`src/design/xmov_pkg.sv`:
```
`default_nettype none

package xmov_pkg;

    localparam logic [3:0] MAX_LENGTH = 4'd15;

    localparam logic [7:0] OP_ESCAPE   = 8'h0F;
    localparam logic [7:0] OP_MOV_MR8  = 8'h88;
    localparam logic [7:0] OP_MOV_RM   = 8'h8B;
    localparam logic [7:0] OP_MOV_RM8  = 8'h8A;
    localparam logic [7:0] OP_MOVZX_B  = 8'hB6;
    localparam logic [7:0] OP_MOVZX_W  = 8'hB7;
    localparam logic [7:0] PFX_ADDR    = 8'h67;
    localparam logic [7:0] PFX_OPSZ    = 8'h66;
    localparam logic [7:0] PFX_VEX3    = 8'hC4;
    localparam logic [7:0] PFX_VEX2    = 8'hC5;
    localparam logic [3:0] PFX_REX_HI  = 4'h4;

    localparam logic [1:0] MOD_NO_DISP = 2'd0;
    localparam logic [1:0] MOD_DISP8   = 2'd1;
    localparam logic [1:0] MOD_REG     = 2'd3;
    localparam logic [2:0] RM_SIB      = 3'd4;
    localparam logic [2:0] RM_RIP      = 3'd5;

    localparam logic [2:0] LEGACY_ORDER [8] = '{3'd0, 3'd2, 3'd3, 3'd1,
                                                3'd4, 3'd5, 3'd6, 3'd7};

    typedef enum logic [1:0] {
        PH_PREFIX,
        PH_OPCODE,
        PH_MODRM,
        PH_DISP
    } phase_t;

    typedef enum logic [1:0] {
        ST_OK,
        ST_BAD_OPCODE,
        ST_BAD_FORM,
        ST_TOO_LONG
    } status_t;

    typedef struct packed {
        logic b;
        logic x;
        logic r;
        logic w;
        logic rex;
        logic opsz;
        logic addr;
    } pflags_t;

    typedef struct packed {
        status_t     status;
        logic        kind;
        logic        mem_is_source;
        logic [6:0]  reg_code;
        logic [3:0]  access_size;
        logic [6:0]  base_code;
        logic [31:0] displacement;
        logic [3:0]  length;
    } result_t;

endpackage

`default_nettype wire

```
`src/design/xmov_byte_if.sv`:
```
`default_nettype none

interface xmov_byte_if;
    logic       valid;
    logic       ready;
    logic [7:0] code_byte;

    modport source (output valid, output code_byte, input ready);
    modport sink (input valid, input code_byte, output ready);
endinterface

`default_nettype wire

```
`src/design/xmov_result_if.sv`:
```
`default_nettype none

interface xmov_result_if;
    logic               valid;
    logic               ready;
    logic [1:0]         status;
    logic               kind;
    logic               mem_is_source;
    logic [6:0]         reg_code;
    logic [3:0]         access_size;
    logic [6:0]         base_code;
    logic signed [31:0] displacement;
    logic [3:0]         length;

    modport source (output valid, output status, output kind, output mem_is_source,
                    output reg_code, output access_size, output base_code,
                    output displacement, output length, input ready);
    modport sink (input valid, input status, input kind, input mem_is_source,
                  input reg_code, input access_size, input base_code,
                  input displacement, input length, output ready);
endinterface

`default_nettype wire

```
`src/design/xmov_decode_core.sv`:
```
`default_nettype none

module xmov_decode_core (
    input  wire logic             clk,
    input  wire logic             rst_n,
    input  wire logic             step,
    input  wire logic [7:0]       code_byte,
    output logic                  emit,
    output xmov_pkg::result_t     result
);

    xmov_pkg::phase_t  phase_reg, phase_next;
    xmov_pkg::pflags_t flags_reg, flags_next;
    logic              esc_reg, esc_next;
    logic [7:0]        op_reg, op_next;
    logic [7:0]        modrm_reg, modrm_next;
    logic [31:0]       disp_reg, disp_next;
    logic [2:0]        left_reg, left_next;
    logic [3:0]        count_reg, count_next;

    logic [3:0]        cnt;
    logic              emit_err;
    logic              emit_ok;
    xmov_pkg::status_t err_status;
    logic [3:0]        err_len;

    logic [2:0]        total;
    logic [1:0]        pos;
    logic [31:0]       disp_sum;

    logic [7:0]        mr;
    logic [2:0]        r;
    logic [2:0]        rm;
    logic [1:0]        md;
    logic              byte_op;
    logic [6:0]        rg7;
    logic [6:0]        lo7;
    logic [6:0]        code;
    logic [3:0]        size;
    logic [6:0]        base;
    logic [31:0]       disp;

    always_comb
    begin
        total    = (modrm_reg[7:6] == xmov_pkg::MOD_DISP8) ? 3'd1 : 3'd4;
        pos      = 2'(total - left_reg);
        disp_sum = disp_reg | ({24'd0, code_byte} << {pos, 3'b000});
    end

    always_comb
    begin
        cnt        = count_reg + 4'd1;
        phase_next = phase_reg;
        flags_next = flags_reg;
        esc_next   = esc_reg;
        op_next    = op_reg;
        modrm_next = modrm_reg;
        disp_next  = disp_reg;
        left_next  = left_reg;
        count_next = cnt;
        emit_err   = 1'b0;
        emit_ok    = 1'b0;
        err_status = xmov_pkg::ST_OK;
        err_len    = cnt;

        case (phase_reg)
            xmov_pkg::PH_MODRM:
            begin
                modrm_next = code_byte;
                if (code_byte[7:6] == xmov_pkg::MOD_REG || code_byte[2:0] == xmov_pkg::RM_SIB
                    || code_byte[2:0] == xmov_pkg::RM_RIP)
                begin
                    emit_err   = 1'b1;
                    err_status = xmov_pkg::ST_BAD_FORM;
                end
                else if (code_byte[7:6] == xmov_pkg::MOD_NO_DISP)
                begin
                    emit_ok = 1'b1;
                end
                else
                begin
                    disp_next  = 32'd0;
                    left_next  = (code_byte[7:6] == xmov_pkg::MOD_DISP8) ? 3'd1 : 3'd4;
                    phase_next = xmov_pkg::PH_DISP;
                end
            end
            xmov_pkg::PH_DISP:
            begin
                disp_next = disp_sum;
                left_next = left_reg - 3'd1;
                if (left_next == 3'd0)
                begin
                    emit_ok = 1'b1;
                end
            end
            xmov_pkg::PH_OPCODE:
            begin
                op_next = code_byte;
                if (code_byte == xmov_pkg::OP_MOVZX_B || code_byte == xmov_pkg::OP_MOVZX_W)
                begin
                    phase_next = xmov_pkg::PH_MODRM;
                end
                else
                begin
                    emit_err   = 1'b1;
                    err_status = xmov_pkg::ST_BAD_OPCODE;
                end
            end
            default:
            begin
                if (code_byte inside {xmov_pkg::PFX_ADDR, xmov_pkg::PFX_VEX3,
                                      xmov_pkg::PFX_VEX2})
                begin
                    flags_next.addr = 1'b1;
                end
                else if (code_byte == xmov_pkg::PFX_OPSZ)
                begin
                    flags_next.opsz = 1'b1;
                end
                else if (code_byte[7:4] == xmov_pkg::PFX_REX_HI)
                begin
                    flags_next.rex = 1'b1;
                    flags_next.w   = flags_reg.w | code_byte[3];
                    flags_next.r   = flags_reg.r | code_byte[2];
                    flags_next.x   = flags_reg.x | code_byte[1];
                    flags_next.b   = flags_reg.b | code_byte[0];
                end
                else if (code_byte == xmov_pkg::OP_ESCAPE)
                begin
                    esc_next   = 1'b1;
                    phase_next = xmov_pkg::PH_OPCODE;
                end
                else
                begin
                    op_next = code_byte;
                    if (code_byte inside {[xmov_pkg::OP_MOV_MR8 : xmov_pkg::OP_MOV_RM]})
                    begin
                        phase_next = xmov_pkg::PH_MODRM;
                    end
                    else
                    begin
                        emit_err   = 1'b1;
                        err_status = xmov_pkg::ST_BAD_OPCODE;
                    end
                end
            end
        endcase

        if (!emit_err && !emit_ok && cnt >= xmov_pkg::MAX_LENGTH)
        begin
            emit_err   = 1'b1;
            err_status = xmov_pkg::ST_TOO_LONG;
            err_len    = xmov_pkg::MAX_LENGTH;
        end

        if (emit_err || emit_ok)
        begin
            phase_next = xmov_pkg::PH_PREFIX;
            flags_next = '0;
            esc_next   = 1'b0;
            op_next    = 8'd0;
            modrm_next = 8'd0;
            disp_next  = 32'd0;
            left_next  = 3'd0;
            count_next = 4'd0;
        end
    end

    always_comb
    begin
        mr      = (phase_reg == xmov_pkg::PH_MODRM) ? code_byte : modrm_reg;
        r       = mr[5:3];
        rm      = mr[2:0];
        md      = mr[7:6];
        byte_op = !esc_reg && (op_reg == xmov_pkg::OP_MOV_MR8 || op_reg == xmov_pkg::OP_MOV_RM8);
        rg7     = {4'd0, r};
        lo7     = {4'd0, xmov_pkg::LEGACY_ORDER[r]};

        if (byte_op)
        begin
            size = 4'd1;
            if (flags_reg.r)
                code = 7'd36 + rg7;
            else if (!r[2])
                code = 7'd28 + lo7;
            else if (flags_reg.rex)
                code = 7'd28 + rg7;
            else
                code = 7'd24 + {4'd0, xmov_pkg::LEGACY_ORDER[{1'b0, r[1:0]}]};
        end
        else if (flags_reg.w)
        begin
            size = 4'd8;
            code = flags_reg.r ? 7'd60 + rg7 : lo7;
        end
        else if (flags_reg.opsz)
        begin
            size = 4'd2;
            code = flags_reg.r ? 7'd44 + rg7 : 7'd16 + lo7;
        end
        else
        begin
            size = 4'd4;
            code = flags_reg.r ? 7'd52 + rg7 : 7'd8 + lo7;
        end
        if (esc_reg)
            size = (op_reg == xmov_pkg::OP_MOVZX_B) ? 4'd1 : 4'd2;

        if (flags_reg.b)
            base = (flags_reg.addr ? 7'd52 : 7'd60) + {4'd0, rm};
        else
            base = {4'd0, xmov_pkg::LEGACY_ORDER[rm]} + (flags_reg.addr ? 7'd8 : 7'd0);

        if (md == xmov_pkg::MOD_NO_DISP)
            disp = 32'd0;
        else if (md == xmov_pkg::MOD_DISP8)
            disp = {{24{disp_sum[7]}}, disp_sum[7:0]};
        else
            disp = disp_sum;

        emit = emit_err || emit_ok;
        result = '0;
        if (emit_ok)
        begin
            result.status        = xmov_pkg::ST_OK;
            result.kind          = esc_reg;
            result.mem_is_source = esc_reg || op_reg == xmov_pkg::OP_MOV_RM8
                                   || op_reg == xmov_pkg::OP_MOV_RM;
            result.reg_code      = code;
            result.access_size   = size;
            result.base_code     = base;
            result.displacement  = disp;
            result.length        = cnt;
        end
        else
        begin
            result.status = err_status;
            result.length = err_len;
        end
    end

    always_ff @(posedge clk or negedge rst_n)
    begin
        if (!rst_n)
        begin
            phase_reg <= xmov_pkg::PH_PREFIX;
            flags_reg <= '0;
            esc_reg   <= 1'b0;
            op_reg    <= 8'd0;
            modrm_reg <= 8'd0;
            disp_reg  <= 32'd0;
            left_reg  <= 3'd0;
            count_reg <= 4'd0;
        end
        else if (step)
        begin
            phase_reg <= phase_next;
            flags_reg <= flags_next;
            esc_reg   <= esc_next;
            op_reg    <= op_next;
            modrm_reg <= modrm_next;
            disp_reg  <= disp_next;
            left_reg  <= left_next;
            count_reg <= count_next;
        end
    end

endmodule

`default_nettype wire

```
`src/design/x86_mov_instruction_decoder.sv`:
```
`default_nettype none

// Byte-serial decoder for x86-64 mov 88/89/8A/8B and movzx 0F B6/B7 with a
// base-only memory operand. One code byte is taken per cycle; each byte passes
// through an input register and then the decode logic, which also updates the
// per-instruction state, so the sustained rate is one byte per cycle and the
// result of an instruction is registered in an output register when its last
// byte is decoded. While a result waits to be taken, no further byte is
// decoded and the input stalls once its register holds a byte. One result item
// comes per instruction, or per failed attempt: bad opcode, rm 4 (SIB), rm 5 or
// register operand forms, or 15 bytes taken without completing the instruction.

module x86_mov_instruction_decoder (
    input  wire logic      clk,
    input  wire logic      rst_n,
    xmov_byte_if.sink      byte_ch,
    xmov_result_if.source  result_ch
);

    logic               in_valid_reg;
    logic [7:0]         in_byte_reg;
    logic               out_valid_reg, out_valid_next;
    xmov_pkg::result_t  out_res_reg;

    logic               advance;
    logic               emit;
    xmov_pkg::result_t  result;

    assign advance       = in_valid_reg && (!out_valid_reg || result_ch.ready);
    assign byte_ch.ready = !in_valid_reg || advance;

    xmov_decode_core u_core (
        .clk       (clk),
        .rst_n     (rst_n),
        .step      (advance),
        .code_byte (in_byte_reg),
        .emit      (emit),
        .result    (result)
    );

    always_comb
    begin
        out_valid_next = out_valid_reg;
        if (advance)
            out_valid_next = emit;
        else if (result_ch.ready)
            out_valid_next = 1'b0;
    end

    always_ff @(posedge clk or negedge rst_n)
    begin
        if (!rst_n)
        begin
            in_valid_reg  <= 1'b0;
            out_valid_reg <= 1'b0;
        end
        else
        begin
            if (byte_ch.ready)
                in_valid_reg <= byte_ch.valid;
            out_valid_reg <= out_valid_next;
        end
    end

    always_ff @(posedge clk)
    begin
        if (byte_ch.valid && byte_ch.ready)
            in_byte_reg <= byte_ch.code_byte;
        if (advance && emit)
            out_res_reg <= result;
    end

    assign result_ch.valid         = out_valid_reg;
    assign result_ch.status        = out_res_reg.status;
    assign result_ch.kind          = out_res_reg.kind;
    assign result_ch.mem_is_source = out_res_reg.mem_is_source;
    assign result_ch.reg_code      = out_res_reg.reg_code;
    assign result_ch.access_size   = out_res_reg.access_size;
    assign result_ch.base_code     = out_res_reg.base_code;
    assign result_ch.displacement  = $signed(out_res_reg.displacement);
    assign result_ch.length        = out_res_reg.length;

endmodule

`default_nettype wire

```
`src/flat_wrapper.sv`:
```
// flat-port wrapper written by rule: the top's interface ports become plain ports
module x86_mov_instruction_decoder_flat 
  (clk, rst_n, byte_ch_valid, byte_ch_code_byte, byte_ch_ready, result_ch_valid, result_ch_status, result_ch_kind, result_ch_mem_is_source, result_ch_reg_code, result_ch_access_size, result_ch_base_code, result_ch_displacement, result_ch_length, result_ch_ready);
  xmov_byte_if byte_ch_i ();
  xmov_result_if result_ch_i ();
  input  wire logic clk;
  input  wire logic rst_n;
  input wire logic [$bits(byte_ch_i.valid)-1:0] byte_ch_valid;
  input wire logic [$bits(byte_ch_i.code_byte)-1:0] byte_ch_code_byte;
  output wire logic [$bits(byte_ch_i.ready)-1:0] byte_ch_ready;
  output wire logic [$bits(result_ch_i.valid)-1:0] result_ch_valid;
  output wire logic [$bits(result_ch_i.status)-1:0] result_ch_status;
  output wire logic [$bits(result_ch_i.kind)-1:0] result_ch_kind;
  output wire logic [$bits(result_ch_i.mem_is_source)-1:0] result_ch_mem_is_source;
  output wire logic [$bits(result_ch_i.reg_code)-1:0] result_ch_reg_code;
  output wire logic [$bits(result_ch_i.access_size)-1:0] result_ch_access_size;
  output wire logic [$bits(result_ch_i.base_code)-1:0] result_ch_base_code;
  output wire logic [$bits(result_ch_i.displacement)-1:0] result_ch_displacement;
  output wire logic [$bits(result_ch_i.length)-1:0] result_ch_length;
  input wire logic [$bits(result_ch_i.ready)-1:0] result_ch_ready;
  assign byte_ch_i.valid = byte_ch_valid;
  assign byte_ch_i.code_byte = byte_ch_code_byte;
  assign byte_ch_ready = byte_ch_i.ready;
  assign result_ch_valid = result_ch_i.valid;
  assign result_ch_status = result_ch_i.status;
  assign result_ch_kind = result_ch_i.kind;
  assign result_ch_mem_is_source = result_ch_i.mem_is_source;
  assign result_ch_reg_code = result_ch_i.reg_code;
  assign result_ch_access_size = result_ch_i.access_size;
  assign result_ch_base_code = result_ch_i.base_code;
  assign result_ch_displacement = result_ch_i.displacement;
  assign result_ch_length = result_ch_i.length;
  assign result_ch_i.ready = result_ch_ready;
  x86_mov_instruction_decoder u_core (.clk(clk), .rst_n(rst_n), .byte_ch(byte_ch_i), .result_ch(result_ch_i));
endmodule
```
`config.mk`:
```
export PLATFORM = sky130hd
export DESIGN_NAME = x86_mov_instruction_decoder_flat
export DESIGN_NICKNAME = d
export VERILOG_FILES = /design/src/design/xmov_pkg.sv /design/src/design/xmov_byte_if.sv /design/src/design/xmov_result_if.sv /design/src/design/xmov_decode_core.sv /design/src/design/x86_mov_instruction_decoder.sv /design/src/flat_wrapper.sv
export SDC_FILE = /design/constraint.sdc
export NUM_CORES = 1
export LEC_CHECK = 0
export BUFFER_PORTS_ARGS = -buffer_cell sky130_fd_sc_hd__buf_2
export CORE_MARGIN = 3
export CORE_UTILIZATION = 63
export CTS_CLUSTER_DIAMETER = 80
export DETAILED_ROUTE_END_ITERATION = 12
export PLACE_DENSITY_LB_ADDON = 0.3
export SYNTH_ARGS = -nofsm -noshare
export SYNTH_HDL_FRONTEND = slang
export SYNTH_HIERARCHICAL = 1
export SYNTH_SLANG_ARGS = --single-unit
```
`constraint.sdc`:
```
create_clock -name clk -period 13.5 [get_ports clk]
set_input_delay 2.7 -clock clk [delete_from_list [all_inputs] [get_ports clk]]
set_output_delay 2.7 -clock clk [all_outputs]
set_load 0.01 [all_outputs]
```
; Yosys cells after proc, flatten, opt, wreduce, memory -nomap -nowiden
; Memory sizes are Yosys's and may differ from the RTL's.
; Cells that the tools add are included.
[op_classes]
n_eq_ne = 37
bitwise_logic = 9
n_reduce_logical = 42
n_mux = 92
shifts = 1
magnitude_cmp = 6
addsub = 14
[op_table]
columns = cell, count
row1 = 32-bit two-way mux, 4
row2 = 7-bit two-way mux, 10
row3 = "8-bit equality test, second input constant", 8
row4 = 32-bit one-hot mux with 2 select lines, 1
row5 = 8-bit two-way mux, 7
row6 = 3-bit two-way mux, 11
row7 = 4-bit two-way mux, 8
row8 = 32-bit bitwise OR, 1
row9 = 8-bit by 5-bit left shift with 32-bit output, 1
row10 = "6-bit by 3-bit adder with 7-bit output, first input constant", 4
row11 = 1-bit two-way mux, 28
row12 = "5-bit by 3-bit adder with 6-bit output, first input constant", 4
row13 = 2-bit two-way mux, 12
row14 = 6-bit two-way mux, 3
row15 = "8-bit by 7-bit equality test with 1-bit output, second input constant", 2
row16 = "4-bit greater-or-equal comparator, second input constant", 4
row17 = 8-bit one-hot mux with 2 select lines, 1
row18 = "3-bit by 2-bit != test with 1-bit output, second input constant", 4
row19 = "4-bit by 2-bit != test with 1-bit output, second input constant", 3
row20 = 2-bit one-hot mux with 3 select lines, 2
row21 = 6-bit AND reduction, 2
row22 = 5-bit two-way mux, 2
row23 = 2-bit nonzero test, 5
row24 = 1-bit logical OR, 9
row25 = 35 further kinds, 65
[totals]
rom_bits = 72
memories = 3
inputBits = 12
ff_bits = 133
elab_cells = 229
out_inout_bits = 60
[mem_list]
columns = memory, words, word_bits, read_ports, rd_clocked_by_memory_dff, write_ports, line
row1 = (name not given), 8, 3, 1, 0, 0, xmov_decode_core.sv:212  ; base = {4'd0, xmov_pkg::LEGACY_ORDER[rm]} + (flags_reg.addr ? 7'd8 : 7'd0);
row2 = (name not given), 8, 3, 1, 0, 0, xmov_decode_core.sv:189  ; code = 7'd24 + {4'd0, xmov_pkg::LEGACY_ORDER[{1'b0, r[1:0]}]};
row3 = (name not given), 8, 3, 1, 0, 0, xmov_decode_core.sv:177  ; lo7 = {4'd0, xmov_pkg::LEGACY_ORDER[r]};

; Longest topological paths before layout
; Gate-level depths: netlist of the first run.
[depth]
ltp_word = 15
ltp_mapped = 10
ltp_nobuf = 9

; Cells and area by module
; Netlist of the first run, hierarchy kept.
[by_module_without_submodules]
columns = module, instances, cells_each, area_each_um2, seq_area_each_um2
row1 = xmov_decode_core, 1, 497, 4062.6, 1601.5
row2 = x86_mov_instruction_decoder, 1, 76, 2090.8, 2031.9

; Worst setup path before layout of the first run
; OpenSTA, ideal clock, no wires.
[synth_timing]
path_kind = input to register
startpoint = in result_ch_ready
endpoint = reg u_core.out_res_reg (netlist bit u_core/result_ch.access_size[0]), enable pin
arrival_time_ns = 5.418
path_stages = 2
setup_time_ns = 0.481
n_path_buf = 0
slack_ns = 7.601
required_ns = 13.019
cell_sequence = nand2b_1 > nor2b_1
[synth_between]
elab_chain_cells = 3
[synth_lines]
columns = element, line
row1 = "start, declared", flat_wrapper.sv:20  ; input wire logic [$bits(result_ch_i.ready)-1:0] result_ch_ready;
row2 = 1-bit logical OR, x86_mov_instruction_decoder.sv:29  ; assign advance = in_valid_reg && (!out_valid_reg || result_ch.ready);
row3 = 1-bit logical AND, x86_mov_instruction_decoder.sv:29
row4 = 1-bit logical AND, x86_mov_instruction_decoder.sv:69  ; if (advance && emit)
row5 = "end signal, assigned", x86_mov_instruction_decoder.sv:70  ; out_res_reg <= result;
row6 = "end, declared", x86_mov_instruction_decoder.sv:23  ; xmov_pkg::result_t out_res_reg;
; Every way passes these cells.
; A chain may end at the register's enable or synchronous reset.

; Worst setup path after layout of the first run
[layout_timing]
startpoint = in result_ch_ready
endpoint = out byte_ch_ready
[layout_between]
elab_chain_cells = 3
[layout_lines]
columns = element, line
row1 = 1-bit logical OR, x86_mov_instruction_decoder.sv:29
row2 = 1-bit logical AND, x86_mov_instruction_decoder.sv:29
row3 = 1-bit logical OR, x86_mov_instruction_decoder.sv:30  ; assign byte_ch.ready = !in_valid_reg || advance;
row4 = "end, declared", flat_wrapper.sv:10  ; output wire logic [$bits(byte_ch_i.ready)-1:0] byte_ch_ready;
; Every way passes these cells.

==> results of run 1 <==
area by class of cell:
cell class	count	area share (%)
repair buffers	77	5.64
multi-input cells	382	32.3
inverters	19	1.00
well taps	129	2.27
flip-flops and latches	132	51.2
clock inverters	15	1.85
clock buffers	17	5.83
routing by layer:
metal	up-vias	global-route usage [%]	wire (um)
li1	2225	-	-
met1	2305	35.8	5750
met2	266	39.8	6540
met3	20	5.87	1150
met4	0	8.06	211
met5	-	0	0
cells in the final DEF, fill, tap and decap left out, types with 3 or more instances in the layout:
master / Yosys / layout
xor2_1: 4 / 4
mux2i_1: 6 / 6
inv_1: 19 / 19
nor2_1: 66 / 66
buf_4: 1 / 6
and2_1: 6 / 6
edfxtp_1: 66 / 66
nor4_1: 3 / 3
a21oi_1: 65 / 65
o2bb2ai_1: 4 / 4
o21ai_0: 16 / 16
xnor2_1: 4 / 4
o31ai_1: 5 / 5
o22ai_1: 7 / 7
nor4b_1: 3 / 3
clkinvlp_4: 0 / 3
o31a_1: 3 / 3
inv_6: 0 / 7
ha_1: 13 / 13
dfrtp_1: 66 / 66
clkbuf_16: 0 / 16
nand2_1: 38 / 38
a211oi_1: 26 / 26
or3_1: 3 / 3
buf_2: 9 / 71
nand2b_1: 7 / 7
o32ai_1: 3 / 3
nor3_1: 42 / 42
nand3_1: 13 / 13
inv_8: 0 / 3
worst register-to-register path, cell delays in order, from the launching register on:
cell	delay [ps]
dfrtp_1	410
inv_1	90
ha_1	740
inv_1	260
a211o_1	390
and4_1	340
nand2_1	470
nand2_1	210
nor2b_4	550
buf_4	540
worst min path at each step:
stage	cells past startpoint	end	slack (ps)
final	1	u_core/u_core/modrm_reg[5]	490
after global routing	1	u_core/u_core/modrm_reg[2]	510
after CTS	1	u_core/u_core/modrm_reg[2]	490
after detailed placement	1	u_core/u_core/modrm_reg[2]	480
after global placement	1	u_core/u_core/modrm_reg[2]	470
after floorplan	1	u_core/u_core/modrm_reg[2]	450
power breakdown:
part	switching, mW	total, mW	internal, mW
sequential	0.0165	0.462	0.446
clock	0.188	0.421	0.233
combinational	0.0474	0.0693	0.0219
cell families (layout without fill, tap and decap cells):
| group | count (synthesis) | in the layout |
|---|---|---|
| buf+inv | 59 | 128 |
| fa+ha+maj | 13 | 13 |
| simple gates | 202 | 202 |
| xor+xnor | 8 | 8 |
| mux | 8 | 8 |
| flops | 132 | 132 |
| compound gates | 151 | 151 |
==> results_dict.tcl, run 1 <==
set metrics [dict create \
    crit_slowest_cell "nand3b_4" \
    cts_buffers 17 \
    synthCells 573 \
    ys.flop_type "edfxtp_1" \
    row_count 35 \
    dpl.hpwl_um 8470 \
    worst-path-stages 3 \
    crit_start "result_ch_ready" \
    cp-end-kind "output pin" \
    fin_crit_ps 5790 \
    antenna_found_initial 0 \
    cap_viol_max_count 0 \
    final_cell_area_sq_mm 0.00710 \
    syn2layout_area_growth_pct 15.4 \
    placed_cell_area_sq_mm 0.00656 \
    ir_worst_vdd_v 0.0000973 \
    ios 72 \
    instances_no_fill 771 \
    outcome "complete, no violations" \
    drt_iter0_drc 502 \
    fin_util_pct 75.8 \
    multi_input_area_sq_mm 0.00229 \
    cts_tree "done" \
    worstSkewPairLatency_ps 520 \
    timing.hold.ws_ps 490 \
    portBuffers 71 \
    drcViolationCount 0 \
    final-setup-viol-count 0 \
    worst_pin_slew_ps 921 \
    setup_ws_ps 7710 \
    r2r_start "u_core/u_core/phase_reg[0]" \
    finalHoldViolations 0 \
    synth_top_cell_by_area "edfxtp_1" \
    finClkSkew_ps 11.6 \
    viasPerCell 6.25 \
    antenna_cells 0 \
    power_mw 0.952 \
    cts.sinks 132 \
    power_density_mw_per_mm2 134 \
    die_area_sq_mm 0.0110 \
    start_util_pct 65.7 \
    critPathCapture "byte_ch_ready" \
    grt_overflow_total 0 \
    yosysSeqAreaShare_pct 59.0 \
    post_synth_fa_ha_maj_area_fraction_pct 2.64 \
    yosys.area_share.simple_pct 16.2 \
    critPathMaxStageDelay_ps 150 \
    path_clk_slew_ps 60 \
    rsz0062_at_grt "false" \
    ys_seq_elements 132 \
    rrSetupSlack_ps 9120 \
    fill_cells 634 \
    cp_max_fo 3 \
    die-width_um 105 \
    gp_congestion 0.879 \
    rr_worst_depth 9 \
    place_inst 739 \
    crit_buf_inv 2 \
    synth_top_area_share_pct 32.2 \
    path_cells "buf_2 > nand3b_4 > buf_2" \
    syn_area_sq_mm 0.00615 \
    grt_max_degree 67 \
    post_drt_wl_per_cell_um 17.7 \
    worst-setup-path-type "in2out" \
    post-route-period-util_pct 42.9 \
    min_from "u_core/u_core/modrm_reg[5]" \
    grtUsageTotal_pct 25.5 \
    ys_warn_count 6 \
    synth_compound_area_share_pct 15.6 \
    cp.arrival_ps 3090 \
    cp_top_family "buffers and inverters" \
    fin_tns_setup_ps 0 \
    synth_cell_types 61 \
    maxSlewViolCount 0 \
    critPathMostFrequentCell "buf_2" \
    clockRootBuffer "clkbuf_8" \
    synth_top_family_by_area "simple AND/OR/NAND/NOR gates" \
    cts_setup_buffers 0 \
    synth_nets 598 \
    avgSynthCellArea_sq_um 10.7 \
    vias 4816 \
    synth_edf_count 66 \
    start_kind "input pin" \
    drive_gt1_share_pct 18.7 \
    synthMuxAreaShare_pct 1.34 \
    grt_first_pass_wirelength_um 22500 \
    clock_path_buffers 2 \
    cts_resized 0 \
    hp-class "reg2reg" \
    placeableCoreArea_sq_mm 0.00937 \
    dp_worst_setup_slack_ps 7700 \
    synth_common_cells "dfrtp_1, edfxtp_1, nor2_1" \
    relSlewSlack_pct 38.2 \
    cts.htree.levels 4 \
    ff_latch_area_sq_mm 0.00363 \
    critPathRequiredTime_ps 10800 \
    fmax_mhz 173 \
    grt_pass1_vias 4553 \
    ant_nets 0 \
    finalWirelength_um 13700 \
    finalNetCount 654 \
    r2r_end "u_core/result_ch.mem_is_source" \
    dr.pass1.iters 5 \
    synth_area_leaders "edfxtp_1, dfrtp_1, a21oi_1" \
    cts_hold_buf 0 \
    synth_xor_area_share_pct 1.14 \
    dieHeight_um 105 \
    async_reset_ff_share_pct 50.0 \
    leakagePower_nw 2.87 \
]
Power figures use the tool's default switching activity.
==> inputs of run 2 (changes only) <==
Settings changed: CORE_UTILIZATION 63 to 53.
Clock period 13.5 ns to 5.3 ns, I/O delays scaled along.
==> run 2 against run 1 <==
Net effect:
- critical path depth rose by 6
- clock-buffer cell count up 2
- core utilization decreased by 11 points
- die area increased by 18%
- first-iteration DRC count increased by 30%
- setup slack got worse by 6300 ps
- cell count increased by 1.4%
- design area rose by 1.2%
- critical endpoint is now u_core/result_ch.displacement[11]
==> results_dict.tcl, run 2 (same netlist as run 1, synthesis figures left out) <==
set metrics [dict create \
    clock_path_buffers 2 \
    finalHoldViolations 0 \
    ff_latch_area_sq_mm 0.00363 \
    relSlewSlack_pct 34.2 \
    grt_first_pass_wirelength_um 23700 \
    gp_congestion 0.881 \
    drt_iter0_drc 652 \
    start_util_pct 55.5 \
    die_area_sq_mm 0.0129 \
    timing.hold.ws_ps 488 \
    path_clk_slew_ps 60 \
    vias 4889 \
    power_mw 2.58 \
    fin_crit_ps 3930 \
    fin_tns_setup_ps 0 \
    post_drt_wl_per_cell_um 18.4 \
    grt_pass1_vias 4785 \
    worst_pin_slew_ps 980 \
    cap_viol_max_count 0 \
    maxSlewViolCount 0 \
    r2r_end "u_core/result_ch.displacement[11]" \
    finalWirelength_um 14400 \
    cp-end-kind "flip-flop" \
    cts_resized 0 \
    syn2layout_area_growth_pct 16.8 \
    cts_setup_buffers 0 \
    grt_overflow_total 0 \
    cts_buffers 17 \
    antenna_found_initial 0 \
    multi_input_area_sq_mm 0.00229 \
    finalNetCount 654 \
    worstSkewPairLatency_ps 420 \
    critPathRequiredTime_ps 5340 \
    cp_max_fo 58 \
    drcViolationCount 0 \
    post-route-period-util_pct 74.1 \
    final_common_cell "buf_2" \
    ir_worst_vdd_v 0.000219 \
    antenna_cells 0 \
    dpl.hpwl_um 8950 \
    grt_max_degree 67 \
    hp-class "reg2reg" \
    rsz0062_at_grt "false" \
    finClkSkew_ps 6.44 \
    viasPerCell 6.25 \
    grtUsageTotal_pct 23.4 \
    outcome "complete, no violations" \
    row_count 38 \
    dr.pass1.iters 6 \
    leakagePower_nw 2.89 \
    fmax_mhz 255 \
    cp.arrival_ps 3970 \
    r2r_start "u_core/u_core/phase_reg[0]" \
    portBuffers 71 \
    rr_worst_depth 9 \
    cts.sinks 132 \
    clockRootBuffer "clkbuf_16" \
    power_density_mw_per_mm2 359 \
    placeableCoreArea_sq_mm 0.0111 \
    ios 72 \
    cts.htree.levels 4 \
    fill_cells 868 \
    cts_hold_buf 0 \
    die-width_um 114 \
    start_kind "flip-flop" \
    cts_tree "done" \
    final_cell_mix "buf_2, edfxtp_1, dfrtp_1, nor2_1, a21oi_1" \
    worst-setup-path-type "reg2reg" \
    dieHeight_um 114 \
    ant_nets 0 \
    crit_start "u_core/u_core/phase_reg[0]" \
    drive_gt1_share_pct 18.4 \
    rrSetupSlack_ps 1370 \
    critPathCapture "u_core/result_ch.displacement[11]" \
    final-setup-viol-count 0 \
]
run 2: cell types whose count changed in the layout (fill, tap and decap cells not counted), sizes merged:
cell    before  now
inv         29   19
clkinv       2    6
clkbuf      17   19
bufinv       0    4
run 2: how the worst min path moves through the flow:
stage | from | end | depth (start not counted)
3_5_place_dp | u_core/u_core/modrm_reg[2] | u_core/u_core/modrm_reg[2] | 1
6_report | u_core/u_core/modrm_reg[2] | u_core/u_core/modrm_reg[2] | 1
4_1_cts | u_core/u_core/modrm_reg[2] | u_core/u_core/modrm_reg[2] | 1
5_1_grt | u_core/u_core/modrm_reg[5] | u_core/u_core/modrm_reg[5] | 1
2_1_floorplan | u_core/u_core/modrm_reg[2] | u_core/u_core/modrm_reg[2] | 1
3_3_place_gp | u_core/u_core/modrm_reg[2] | u_core/u_core/modrm_reg[2] | 1
run 2: through the flow:
step                util, %  setup slack (ps)  instance area (sq um)  cells
finish                 64.9              1370                   7190    782
global route           64.9              1030                   7190    782
CTS                    64.9              1370                   7190    782
detailed placement     59.3              1390                   6570    750
global placement       59.3              1600                   6570    750
floorplan                 -               392                   6150    573
run 2: layer usage:
metal / track usage, % / routed length [um] / up-vias
met5: 0 / 0 / -
met4: 11.5 / 386 / 0
met3: 5.99 / 1290 / 40
met2: 36.0 / 6920 / 256
met1: 31.0 / 5760 / 2372
li1: - / - / 2221
run 2: critical path, cell delays in order (launching register included):
cell and delay, ps:
dfrtp_1 410, inv_1 100, ha_1 710, inv_1 240, a211o_1 380, and4_1 320
nand2_1 420, nand2_1 200, nor2b_4 130, buf_4 560
run 2: report_power, final:
part	switching (mW)	internal, mW
combinational	0.122	0.0568
clock	0.440	0.786
sequential	0.0423	1.14
total	0.604	1.98
run 2: layout make-up:
cell class	instances	area share, %
sequential	132	50.5
multi-input combinational	382	31.9
clock buffer	19	6.02
timing repair buffer	77	5.57
clock inverter	13	2.56
tap	140	2.44
inverter	19	0.992
==> inputs of run 3 (changes only) <==
Settings changed: CORE_UTILIZATION 53 to 58.
Clock period 5.3 ns to 3.7 ns, I/O delays scaled along.
==> run 3 against run 2 <==
Net effect:
- power is 38% higher
- critical path type unchanged
- sequential power is 42% higher
- via count is 2.0% higher
- cell count is 0.13% higher
- first-iteration DRC count is 20% lower
- global-route usage is 3.2 points higher
- hold slack worse by 140 ps
- clock skew is 4.1 ps higher
- design area is 0.19% higher
- combinational power is 55% higher
==> results_dict.tcl, run 3 (same netlist as run 1, synthesis figures left out) <==
set metrics [dict create \
    finalHoldViolations 0 \
    outcome "complete, no violations" \
    fill_cells 711 \
    start_kind "flip-flop" \
    finalNetCount 662 \
    p_sw_mw 0.866 \
    gp_congestion 0.873 \
    ios 72 \
    finClkSkew_ps 10.5 \
    final_common_cell "buf_2" \
    antenna_cells 0 \
    final_cell_mix "buf_2, edfxtp_1, dfrtp_1, nor2_1, a21oi_1" \
    fin_crit_ps 2980 \
    grt_max_degree 49 \
    worst_pin_slew_ps 919 \
    dr_wl_met3_um 1310 \
    fmax_mhz 336 \
    grt_first_pass_wirelength_um 23900 \
    final-setup-viol-count 0 \
    cts.htree.levels 4 \
    multi_input_area_sq_mm 0.00229 \
    portBuffers 71 \
    antenna_found_initial 0 \
    worst-setup-path-type "reg2reg" \
    clock_path_buffers 2 \
    wl_met1_um 6010 \
    critPathRequiredTime_ps 3870 \
    cts_setup_buffers 0 \
    clockRootBuffer "clkbuf_8" \
    hp-class "in2async" \
    dieHeight_um 109 \
    drcViolationCount 0 \
    clockPowerShare_pct 44.9 \
    finalWirelength_um 15200 \
    die-width_um 109 \
    cp_max_fo 37 \
    timing.hold.ws_ps 345 \
    cp.arrival_ps 3150 \
    cts_hold_buf 0 \
    start_util_pct 61.3 \
    relSlewSlack_pct 38.7 \
    p_seq_share_pct 47.3 \
    syn2layout_area_growth_pct 17.0 \
    internal_power_mw 2.69 \
    p_comb_share_pct 7.8 \
    cp-end-kind "flip-flop" \
    wl_met2_um 7470 \
    drt_iter0_drc 524 \
    cts_buffers 17 \
    placeableCoreArea_sq_mm 0.0100 \
    viasPerCell 6.37 \
    leakagePower_nw 2.91 \
    switching_share_pct 24.3 \
    grtUsageTotal_pct 26.5 \
    cts_resized 0 \
    rrSetupSlack_ps 720 \
    ff_latch_area_sq_mm 0.00363 \
    path_clk_slew_ps 60 \
    fin_tns_setup_ps 0 \
    die_area_sq_mm 0.0119 \
    post_drt_wl_per_cell_um 19.5 \
    top_layer "met4" \
    ant_nets 0 \
    cts.sinks 132 \
    grt_overflow_total 0 \
    cts_tree "done" \
    maxSlewViolCount 0 \
    rsz0062_at_grt "false" \
    fin_util_pct 71.7 \
    ir_worst_vdd_v 0.000283 \
    dpl.hpwl_um 9290 \
    vias 4988 \
    worstSkewPairLatency_ps 530 \
    row_count 36 \
    dr.pass1.iters 7 \
    cap_viol_max_count 0 \
    post-route-period-util_pct 80.5 \
    drive_gt1_share_pct 19.4 \
    power_density_mw_per_mm2 494 \
    grt_pass1_vias 4880 \
]
-- run 3: cell count changes in the layout (fill, tap and decap cells not counted), sizes merged --
| cell | previous run | this run |
|---|---|---|
| clkinv | 6 | 5 |
| inv | 19 | 20 |
| buf | 77 | 85 |
| clkbuf | 19 | 20 |
| bufinv | 4 | 2 |
| clkinvlp | 3 | 4 |
-- run 3: metal layers --
layer | global-route usage [%] | vias to the layer above
li1 | - | 2238
met1 | 33.9 | 2419
met2 | 42.3 | 276
met3 | 6.57 | 55
met4 | 13.2 | 0
met5 | 0 | -
-- run 3: worst max-delay path: stages, from the launching register on --
cell and delay, ps:
edfxtp_1 880, nor4bb_1 210, o31a_1 330, o31a_1 400
nand2_1 130, nand2_1 120, nor2b_4 140, buf_4 400
-- run 3: final cells by class --
| class | count | share of cell area, % |
|---|---|---|
| repair buffers | 85 | 6.57 |
| clock inverters | 12 | 1.82 |
| well taps | 133 | 2.31 |
| flip-flops and latches | 132 | 50.5 |
| multi-input cells | 382 | 31.8 |
| inverters | 19 | 0.990 |
| clock buffers | 20 | 6.05 |
-- run 3: worst paths after layout --
check | from | end | cells past startpoint
max | u_core/in_byte_reg[7] | u_core/result_ch.displacement[0] | 7
min | rst_n | u_core/u_core/disp_reg[21] | 1
max reg2reg | u_core/in_byte_reg[7] | u_core/result_ch.displacement[0] | 7
min reg2reg | u_core/u_core/modrm_reg[4] | u_core/u_core/modrm_reg[4] | 1
max in group asynchronous | rst_n | u_core/u_core/phase_reg[0] | 2
min in group clk | byte_ch_code_byte[4] | u_core/in_byte_reg[4] | 1
-- run 3: power by group through the flow --
| stage | Sequential, mW | Combinational, mW | Clock [mW] |
|---|---|---|---|
| 2_1_floorplan | 1.71 | 0.147 | 0 |
| 3_3_place_gp | 1.70 | 0.266 | 0 |
| 3_5_place_dp | 1.71 | 0.273 | 0 |
| 4_1_cts | 1.68 | 0.276 | 1.61 |
| 5_1_grt | 1.69 | 0.300 | 1.68 |
| 6_report | 1.68 | 0.277 | 1.60 |
-- run 3: through the flow --
stage | setup slack (ps) | instance area [sq um] | total power [mW] | cells
after detailed placement | 801 | 6640 | 1.98 | 751
final | 723 | 7200 | 3.56 | 783
after CTS | 764 | 7200 | 3.57 | 783
after global routing | 562 | 7200 | 3.68 | 783
after floorplan | 540 | 6160 | 1.86 | 573
after global placement | 916 | 6640 | 1.97 | 751
